--- config.mk ---
export PLATFORM = sky130hd
export DESIGN_NAME = aiger_binary_stream_parser_top
export DESIGN_NICKNAME = d
export VERILOG_FILES = /design/src/rtl/abp_pkg.sv /design/src/rtl/abp_in_stage.sv /design/src/rtl/abp_parser.sv /design/src/rtl/abp_out_stage.sv /design/src/rtl/aiger_binary_stream_parser_top.sv
export SDC_FILE = /design/constraint.sdc
export NUM_CORES = 2
export LEC_CHECK = 0
export CAP_MARGIN = 20
export CORE_UTILIZATION = 65
export CTS_BUF_LIST = sky130_fd_sc_hd__clkbuf_2 sky130_fd_sc_hd__clkbuf_4 sky130_fd_sc_hd__clkbuf_8
export DETAILED_ROUTE_END_ITERATION = 16
export DONT_BUFFER_PORTS = 1
export PLACE_DENSITY = 0.83
export SETUP_SLACK_MARGIN = 0.2
export SLEW_MARGIN = 10
export SYNTH_ARGS = -nofsm -noshare
export SYNTH_HDL_FRONTEND = slang
export SYNTH_SLANG_ARGS = --single-unit
--- constraint.sdc ---
create_clock -name clk_i -period 28.1 [get_ports clk_i]
set_input_delay 0 -clock clk_i [delete_from_list [all_inputs] [get_ports clk_i]]
set_output_delay 0 -clock clk_i [all_outputs]
set_load 0.01 [all_outputs]
--- src/rtl/abp_pkg.sv ---
package abp_pkg;

  localparam int unsigned COUNT_WIDTH = 32;

  localparam logic [7:0] MAGIC_A = 8'h61;
  localparam logic [7:0] MAGIC_I = 8'h69;
  localparam logic [7:0] MAGIC_G = 8'h67;

  typedef enum logic [2:0] {
    KIND_HEADER = 3'd0,
    KIND_LATCH  = 3'd1,
    KIND_OUTPUT = 3'd2,
    KIND_AND    = 3'd3,
    KIND_END    = 3'd4,
    KIND_ERROR  = 3'd5
  } kind_e;

  typedef enum logic [2:0] {
    ERR_NONE           = 3'd0,
    ERR_BAD_MAGIC      = 3'd1,
    ERR_BAD_NUMBER     = 3'd2,
    ERR_COUNT_MISMATCH = 3'd3,
    ERR_OVERLONG       = 3'd4,
    ERR_EARLY_END      = 3'd5
  } err_e;

  typedef struct packed {
    logic [7:0] data_byte;
    logic       first_byte;
    logic       last_byte;
  } in_t;

  typedef struct packed {
    kind_e       kind;
    logic [31:0] item_index;
    logic [31:0] value;
    logic [31:0] delta_first;
    logic [31:0] delta_second;
    err_e        error_code;
    logic        finished;
  } rec_t;

  function automatic logic [7:0] magic_char(input logic [1:0] pos);
    logic [7:0] c;
    case (pos)
      2'd0: c = MAGIC_A;
      2'd1: c = MAGIC_I;
      2'd2: c = MAGIC_G;
      default: c = 8'h00;
    endcase
    return c;
  endfunction

endpackage

--- src/rtl/abp_in_stage.sv ---
module abp_in_stage import abp_pkg::*; (
  input  logic clk_i,
  input  logic rst_ni,
  input  logic in_valid_i,
  output logic in_stall_o,
  input  in_t  in_i,
  input  logic advance_i,
  output logic held_valid_o,
  output in_t  held_o
);

  logic valid_q;
  in_t  data_q;
  logic accept;

  assign in_stall_o   = valid_q & ~advance_i;
  assign accept       = in_valid_i & ~in_stall_o;
  assign held_valid_o = valid_q;
  assign held_o       = data_q;

  always_ff @(posedge clk_i or negedge rst_ni) begin
    if (!rst_ni) begin
      valid_q <= 1'b0;
    end else if (accept) begin
      valid_q <= 1'b1;
    end else if (advance_i) begin
      valid_q <= 1'b0;
    end
  end

  always_ff @(posedge clk_i) begin
    if (accept) begin
      data_q <= in_i;
    end
  end

endmodule

--- src/rtl/abp_parser.sv ---
module abp_parser import abp_pkg::*; #(
  parameter int unsigned CountWidth = COUNT_WIDTH
) (
  input  logic clk_i,
  input  logic rst_ni,
  input  logic step_i,
  input  in_t  item_i,
  output logic rec_valid_o,
  output rec_t rec_o
);

  typedef enum logic [2:0] {
    PH_MAGIC,
    PH_HEADER,
    PH_LATCH,
    PH_OUTPUT,
    PH_AND,
    PH_COMPLETE
  } phase_e;

  typedef struct packed {
    phase_e                     phase;
    logic [1:0]                 mpos;
    logic [2:0]                 hidx;
    logic [4:0][CountWidth-1:0] counts;
    logic [31:0]                num;
    logic                       digit;
    logic [31:0]                vacc;
    logic [2:0]                 vcnt;
    logic [31:0]                held;
    logic                       pend;
    logic [31:0]                item;
    logic                       stopped;
  } st_t;

  function automatic logic [31:0] ext(input logic [CountWidth-1:0] c);
    return 32'(c);
  endfunction

  function automatic phase_e skip_empty(input phase_e p, input logic l_zero,
                                        input logic o_zero, input logic a_zero);
    phase_e r;
    r = p;
    if (r == PH_LATCH && l_zero) r = PH_OUTPUT;
    if (r == PH_OUTPUT && o_zero) r = PH_AND;
    if (r == PH_AND && a_zero) r = PH_COMPLETE;
    return r;
  endfunction

  st_t         state_q;
  st_t         state_d;
  st_t         cur;
  logic [7:0]  b;
  logic        is_ws;
  logic        is_dig;
  logic [35:0] num_ext;
  logic [35:0] nv;
  logic        over;
  logic        dec_err;
  logic        fin;
  logic [31:0] dec_v;
  logic [31:0] item_inc;
  logic [33:0] hdr_sum;
  logic [31:0] m_ext;
  logic        m_bad;
  logic [2:0]  vc_eff;
  logic [4:0]  vshift;
  logic [31:0] vacc_new;
  logic        verr;
  logic [31:0] lhs_sum;
  logic        have;
  err_e        err;
  rec_t        rec;

  assign cur      = item_i.first_byte ? st_t'('0) : state_q;
  assign b        = item_i.data_byte;
  assign is_ws    = (b == 8'h20) || (b >= 8'h09 && b <= 8'h0d);
  assign is_dig   = (b >= 8'h30) && (b <= 8'h39);
  assign num_ext  = {4'b0, cur.num};
  assign nv       = (num_ext << 3) + (num_ext << 1) + {32'b0, b[3:0]};
  assign over     = (cur.phase == PH_HEADER) ? ((nv >> CountWidth) != 36'd0)
                                             : (nv[35:32] != 4'd0);
  assign dec_err  = !is_ws && (!is_dig || over);
  assign fin      = (is_ws && cur.digit) || (is_dig && !over && item_i.last_byte);
  assign dec_v    = is_ws ? cur.num : nv[31:0];
  assign item_inc = cur.item + 32'd1;
  assign hdr_sum  = {2'b0, ext(cur.counts[1])} + {2'b0, ext(cur.counts[2])} + {2'b0, dec_v};
  assign m_ext    = ext(cur.counts[0]);
  assign m_bad    = m_ext[31] || ({2'b0, m_ext} != hdr_sum);
  assign vc_eff   = cur.vcnt[2] ? 3'd4 : cur.vcnt;
  assign vshift   = {2'b0, vc_eff} * 5'd7;
  assign vacc_new = cur.vacc | ({25'b0, b[6:0]} << vshift);
  assign verr     = cur.vcnt[2] && (b[7] || (b[6:4] != 3'd0));
  assign lhs_sum  = ext(cur.counts[1]) + ext(cur.counts[2]) + item_inc;

  always_comb begin
    state_d = cur;
    err     = ERR_NONE;
    have    = 1'b0;
    rec     = '0;
    if (!cur.stopped) begin
      case (cur.phase)
        PH_MAGIC: begin
          if (cur.mpos == 2'd3 || b != magic_char(cur.mpos)) begin
            err = ERR_BAD_MAGIC;
          end else begin
            state_d.mpos = cur.mpos + 2'd1;
            if (cur.mpos == 2'd2) state_d.phase = PH_HEADER;
          end
        end
        PH_HEADER, PH_LATCH, PH_OUTPUT: begin
          if (dec_err) begin
            err = ERR_BAD_NUMBER;
          end else begin
            if (is_dig) begin
              state_d.num   = nv[31:0];
              state_d.digit = 1'b1;
            end
            if (fin) begin
              state_d.num   = 32'd0;
              state_d.digit = 1'b0;
              case (cur.phase)
                PH_HEADER: begin
                  if (cur.hidx > 3'd4) begin
                    err = ERR_BAD_NUMBER;
                  end else begin
                    state_d.counts[cur.hidx] = dec_v[CountWidth-1:0];
                    state_d.hidx   = cur.hidx + 3'd1;
                    have           = 1'b1;
                    rec.kind       = KIND_HEADER;
                    rec.item_index = {29'b0, cur.hidx};
                    rec.value      = dec_v;
                    if (cur.hidx == 3'd4) begin
                      if (m_bad) begin
                        err = ERR_COUNT_MISMATCH;
                      end else begin
                        state_d.phase = skip_empty(PH_LATCH, cur.counts[2] == '0,
                                                   cur.counts[3] == '0, dec_v == 32'd0);
                        state_d.item  = 32'd0;
                        state_d.pend  = 1'b0;
                        state_d.vacc  = 32'd0;
                        state_d.vcnt  = 3'd0;
                      end
                    end
                  end
                end
                PH_LATCH: begin
                  have           = 1'b1;
                  rec.kind       = KIND_LATCH;
                  rec.item_index = cur.item;
                  rec.value      = dec_v;
                  state_d.item   = item_inc;
                  if (item_inc >= ext(cur.counts[2])) begin
                    state_d.phase = skip_empty(PH_OUTPUT, 1'b0, cur.counts[3] == '0,
                                               cur.counts[4] == '0);
                    state_d.item  = 32'd0;
                    state_d.pend  = 1'b0;
                    state_d.vacc  = 32'd0;
                    state_d.vcnt  = 3'd0;
                  end
                end
                default: begin
                  have           = 1'b1;
                  rec.kind       = KIND_OUTPUT;
                  rec.item_index = cur.item;
                  rec.value      = dec_v;
                  state_d.item   = item_inc;
                  if (item_inc >= ext(cur.counts[3])) begin
                    state_d.phase = skip_empty(PH_AND, 1'b0, 1'b0, cur.counts[4] == '0);
                    state_d.item  = 32'd0;
                    state_d.pend  = 1'b0;
                    state_d.vacc  = 32'd0;
                    state_d.vcnt  = 3'd0;
                  end
                end
              endcase
            end
          end
        end
        PH_AND: begin
          if (verr) begin
            err = ERR_OVERLONG;
          end else if (b[7]) begin
            state_d.vacc = vacc_new;
            state_d.vcnt = vc_eff + 3'd1;
          end else begin
            state_d.vacc = 32'd0;
            state_d.vcnt = 3'd0;
            if (!cur.pend) begin
              state_d.held = vacc_new;
              state_d.pend = 1'b1;
            end else begin
              have             = 1'b1;
              rec.kind         = KIND_AND;
              rec.item_index   = cur.item;
              rec.value        = {lhs_sum[30:0], 1'b0};
              rec.delta_first  = cur.held;
              rec.delta_second = vacc_new;
              state_d.pend     = 1'b0;
              state_d.item     = item_inc;
              if (item_inc >= ext(cur.counts[4])) state_d.phase = PH_COMPLETE;
            end
          end
        end
        default: begin
        end
      endcase
      if (err == ERR_NONE && item_i.last_byte) begin
        if (state_d.phase == PH_COMPLETE) begin
          state_d.stopped = 1'b1;
          if (!have) begin
            rec      = '0;
            rec.kind = KIND_END;
          end
          have         = 1'b1;
          rec.finished = 1'b1;
        end else begin
          err = ERR_EARLY_END;
        end
      end
      if (err != ERR_NONE) begin
        state_d.stopped = 1'b1;
        have            = 1'b1;
        rec             = '0;
        rec.kind        = KIND_ERROR;
        rec.error_code  = err;
      end
    end
  end

  assign rec_valid_o = have;
  assign rec_o       = rec;

  always_ff @(posedge clk_i or negedge rst_ni) begin
    if (!rst_ni) begin
      state_q <= '0;
    end else if (step_i) begin
      state_q <= state_d;
    end
  end

endmodule

--- src/rtl/abp_out_stage.sv ---
module abp_out_stage import abp_pkg::*; (
  input  logic clk_i,
  input  logic rst_ni,
  input  logic load_i,
  input  rec_t rec_i,
  output logic free_o,
  output logic out_valid_o,
  input  logic out_stall_i,
  output rec_t rec_o
);

  logic valid_q;
  rec_t rec_q;

  assign free_o      = ~valid_q | ~out_stall_i;
  assign out_valid_o = valid_q;
  assign rec_o       = rec_q;

  always_ff @(posedge clk_i or negedge rst_ni) begin
    if (!rst_ni) begin
      valid_q <= 1'b0;
    end else if (load_i) begin
      valid_q <= 1'b1;
    end else if (!out_stall_i) begin
      valid_q <= 1'b0;
    end
  end

  always_ff @(posedge clk_i) begin
    if (load_i) begin
      rec_q <= rec_i;
    end
  end

endmodule

--- src/rtl/aiger_binary_stream_parser_top.sv ---
// Binary AIGER parser that takes the file one byte per word on the input
// channel, with first_byte marking the first byte and last_byte the final one.
// Each byte yields zero or one record on the output channel: a header count,
// a latch or output literal, an AND gate with its two deltas, an end record,
// or an error record; after an end or error record, bytes are ignored until
// first_byte restarts. A word is taken into an input register, decoded by
// the parser state logic while it is held there, and its record is loaded
// into an output register when the word advances, which it does once the
// output register is free. One byte is accepted every cycle as long as the
// receiver keeps taking records; the parser updates its state once for each
// byte that advances.
// While the receiver stalls, the record and the next byte stay in their
// registers, and in_stall_o rises only when both registers are occupied and
// the receiver stalls.
// Reset empties both registers and returns the parser to the magic check.
module aiger_binary_stream_parser_top import abp_pkg::*; #(
  parameter int unsigned CountWidth = COUNT_WIDTH
) (
  input  logic        clk_i,
  input  logic        rst_ni,
  input  logic        in_valid_i,
  output logic        in_stall_o,
  input  logic [7:0]  data_byte_i,
  input  logic        first_byte_i,
  input  logic        last_byte_i,
  output logic        out_valid_o,
  input  logic        out_stall_i,
  output logic [2:0]  record_kind_o,
  output logic [31:0] item_index_o,
  output logic [31:0] value_o,
  output logic [31:0] delta_first_o,
  output logic [31:0] delta_second_o,
  output logic [2:0]  error_code_o,
  output logic        finished_o
);

  in_t  in_word;
  in_t  held;
  logic held_valid;
  logic free;
  logic step;
  logic rec_valid;
  rec_t rec;
  rec_t out_rec;

  assign in_word = '{data_byte: data_byte_i, first_byte: first_byte_i,
                     last_byte: last_byte_i};
  assign step    = held_valid & free;

  abp_in_stage u_in (
    .clk_i        (clk_i),
    .rst_ni       (rst_ni),
    .in_valid_i   (in_valid_i),
    .in_stall_o   (in_stall_o),
    .in_i         (in_word),
    .advance_i    (step),
    .held_valid_o (held_valid),
    .held_o       (held)
  );

  abp_parser #(
    .CountWidth (CountWidth)
  ) u_parser (
    .clk_i       (clk_i),
    .rst_ni      (rst_ni),
    .step_i      (step),
    .item_i      (held),
    .rec_valid_o (rec_valid),
    .rec_o       (rec)
  );

  abp_out_stage u_out (
    .clk_i       (clk_i),
    .rst_ni      (rst_ni),
    .load_i      (step & rec_valid),
    .rec_i       (rec),
    .free_o      (free),
    .out_valid_o (out_valid_o),
    .out_stall_i (out_stall_i),
    .rec_o       (out_rec)
  );

  assign record_kind_o  = out_rec.kind;
  assign item_index_o   = out_rec.item_index;
  assign value_o        = out_rec.value;
  assign delta_first_o  = out_rec.delta_first;
  assign delta_second_o = out_rec.delta_second;
  assign error_code_o   = out_rec.error_code;
  assign finished_o     = out_rec.finished;

endmodule
==> results.md <==
Synthesis:
- By area the synthesized netlist is led by dfrtp_1 23%, edfxtp_1 13%, ha_1 10%.
- In the post-synthesis netlist, the cell with the most instances is nand2_1.
- Sorting the synthesized cells by how often they occur yields 602 x nand2_1, 354 x o21ai_0, 304 x dfrtp_1.
- The synthesized design devotes to its leading area cell type between 20% and 30% of total area.
- The library cell with the largest summed area after synthesis is dfrtp_1.
- Counting flops with a built-in enable in the synthesized netlist gives ~150.
- When the netlist entered floorplanning its net count stood at around 4,200.
- Summing every instance area after synthesis gives roughly 0.033 mm2.
- The share of the Yosys chip area taken by registers is approximately 37%.
- The number of different library cells used by synthesis comes to 93.
- The number of warning messages in the yosys log is 0.
- Dividing the synthesized area by the synthesized cell count gives 8.49 um2.
- In the synthesized netlist the dominant register cell turns out to be dfrtp_1.
- For this run, asynchronously set or reset flops after synthesis account for around two thirds.
- The flip-flop and latch count after synthesis is about 450.
- The synthesized netlist cell count is about 3,900.

Timing:
- The final hold violation count is 0.
- Setup violations remaining at the end of the flow were counted as 0.
- The final number of max-transition violations is 0.
- Setup total negative slack on the finished layout was measured at 0 ns.
- Of the available clock period, the critical path in the final layout requires slightly below 40%.
- For the finished layout, the period the worst path requires is roughly 11 ns.
- Setup repair after global routing left no endpoint under its margin.
- Based on the critical path, the design can be clocked at up to 0.0915 GHz.
- The setup skew after layout is around 0.056 ns.
- At the pin with the least slew margin, the transition time is ~1.1 ns.
- The worst pin sits at a relative slew slack of between 20% and 30%.

Power and ir drop:
- Cell internal power was estimated by the tool at ~1.1 mW.
- For this design the total switching power over the nets is approximately 0.4 mW.
- The total leakage power is around 16 nW.
- Power spread over the standard cell area amounts to around 41 mW/mm2.
- Net switching is between 20% and 30% of the power.
- The share of total power dissipated in sequential elements is around 49%.
- The clock network burns between 40% and 50% of the power.
- Across the VDD grid, the largest voltage drop is approximately 50 uV.
- The logic gate share of total power is 6.1%.

Routing:
- After detailed routing, the number of vias per cell comes to 6.82.
- The first TritonRoute pass finished after 7 iterations.
- The DRC violations left is 0.
- The detailed-route via count is approximately 31,000.
- The routed wire length is 107,000 um.
- The number of nets with antenna violations after detailed routing is 0.
- The per-cell routed wire length is roughly 23 um.
- In this run, the number of DRC markers left after iteration 0 of detailed routing was 4,412.

Global route:
- The via count of the first global-routing pass is ~29,000.
- The overall track demand over capacity in global routing is 41.6%.
- The wire length of the first global-routing pass is 164,000 um.
- The maximum number of pins on one net before global-route repair is between 300 and 400.
- The initial antenna violation count is 6.
- The remaining global-route overflow is 0.

Floorplanning:
- The horizontal die dimension is around 230 um.
- The starting density of the core is 66.4%.
- Pin placement for this block handled 151 I/O pins.
- The die covers slightly above 0.05 mm2.
- The floorplan has 81 rows.
- In this run the vertical extent of the chip is ~230 um.
- The placeable core area is a little under 0.05 mm2.

Setup path:
- The largest fanout of any net on the critical path is about 140.
- The kind of end point of the critical path is a flip-flop.
- The worst setup path startpoint is u_in.held_o[1]$_DFFE_PP_.
- The slowest stage of the critical path is the a21oi_1 cell.
- The critical path arrival is ~11 ns.
- The number of cells on the worst reg-to-reg path is 31.
- The delay contributed by the slowest stage of the critical path is between 0.8 and 0.9 ns.
- The category of the worst setup path launch point is a flip-flop.
- The critical path is of the flip-flop to flip-flop type.
- The worst path required time is 28.42 ns.
- The origin of the critical flop-to-flop path is u_in.held_o[1]$_DFFE_PP_.

Clock tree:
- The clock-pin slew reported for the worst setup and hold paths after clock tree synthesis is ~0.06 ns.
- TritonCTS built the clock tree.
- Hold repair after CTS inserted 25 buffers.
- The maximum level of the CTS H-tree is 3.
- In this run, CTS created clock tree buffers numbering between 70 and 80.
- The clock passes through at most 3 buffers.
- The cell sitting at the root of the clock tree is a clkbuf_8.
- The number of buffers added for setup after CTS is 0.
- The number of resized instances in the post-cts repair step is 0.
- The clock reaches the later pin of the worst-skew pair after slightly above 0.7 ns.
- The number of sinks handled by clock tree synthesis is between 400 and 500.

Placement:
- The placed instance area is around 0.033 mm2.
- The count of port buffers added during placement is 0.
- The total half-perimeter wirelength after legalization and detailed placement is ~77,000 um.
- Routability-driven placement finished with a final weighted congestion of 1.00.

Cells and area:
- Of the cells placed in the final design, the portion with a size suffix greater than 1 is slightly below 7%.
- The final cell area excluding filler cells is 0.0355 mm2.
- The post-layout net count is 4,160.
- From synthesis to final layout, the design area changed by 8.46%.

Hold path:
- The class of the most critical hold timing path is input port to async pin.

Job:
- The number of max-cap violations is 0.

Outcome:
- The flow ran to the end, and the final reports show no timing, DRC or antenna violations.
## power groups by stage
stage	Clock, mW	Sequential (mW)	Combinational (mW)
finish	0.656	0.724	0.0896
floorplan	0	0.733	0.0508
detailed placement	0	0.736	0.0730
global placement	0	0.736	0.0724
CTS	0.656	0.724	0.0859
global route	0.685	0.726	0.0949
## cells in the final DEF (no fill, tap or decap), types with 51 or more instances in the layout
cell and count:
nand2_1 601, nand4_1 53, dfrtp_1 304, nor2_1 273, edfxtp_1 145, o21ai_0 352
nand3_1 99, xor2_1 51, a21oi_1 201, xnor2_1 110, clkbuf_8 89, nor3_1 100
inv_1 244, a21o_1 81, buf_4 70, ha_1 261, nor2b_1 87
## worst paths after layout
check / to / slack (ns)
hold reg to reg: u_parser.state_q[133]$_DFFE_PN0P_ / 0.47
setup reg to reg: u_out.rec_o[73]$_SDFFCE_PP0P_ / 17.17
max in group asynchronous: u_parser.state_q[3]$_DFFE_PN0P_ / 26.77
hold / removal: u_parser.state_q[151]$_DFFE_PN0P_ / 0.009
setup / recovery: u_out.rec_o[73]$_SDFFCE_PP0P_ / 17.17
min in group clk_i: u_in.held_o[0]$_DFFE_PP_ / 0.05
## registers in the layout (all words and copies together), names as in the netlist
| signal | cells |
|---|---|
| u_in.held_valid_o | 1 |
| u_parser.state_q | 302 |
| u_in.held_o | 10 |
| u_out.out_valid_o | 1 |
| u_out.rec_o | 135 |
## routing by layer
layer	GRT usage [%]	up-vias	wire, um
met4	22.7	6	6370
met1	56.3	14800	41600
li1	-	13800	-
met2	61.8	2175	46500
met3	9.63	420	12700
met5	0	-	41
## per-stage QoR
step                std cells  power, mW  util, %  hold slack, ns  worst slack (ns)
floorplan                3852      0.784        -          -0.296             13.55
global placement         4404      0.809     67.8          -0.275             17.68
detailed placement       4405      0.809     67.9          -0.276             17.38
CTS                      4570       1.47     71.8         0.00564             17.36
global route             4574       1.51     72.0          0.0848             16.56
finish                   4583       1.47     72.0         0.00890             17.17
## critical path, delay by kind of cell, from the launching register on
kind	cells	cell delay, ns
xor gates and xnor gates	2	0.51
adders and majority gates	3	1.00
buffers and inverters	4	1.51
and+or+nand+nor	12	3.53
DFF	1	0.47
AOI/OAI and AO/OA	10	3.43
## cells by family after synthesis
kind of cell             share of synthesized area (%)
AND/OR/NAND/NOR                                   20.3
buffers and inverters                             5.07
flip-flops                                        36.6
XOR/XNOR                                          4.31
adder cells (fa/ha/maj)                           12.1
AO/OA/AOI/OAI                                     21.0
multiplexers                                     0.616
## cell type report
class | count | area [um2]
repair buffers | 101 | 906
clock buffers | 114 | 1410
multi-input cells | 2973 | 19100
flip-flops and latches | 449 | 12000
well taps | 664 | 831
inverters | 247 | 932
diodes | 9 | 22.5
clock inverters | 26 | 258
fillers | 3830 | 13800
Note: power is estimated with default switching activity, not from simulation.
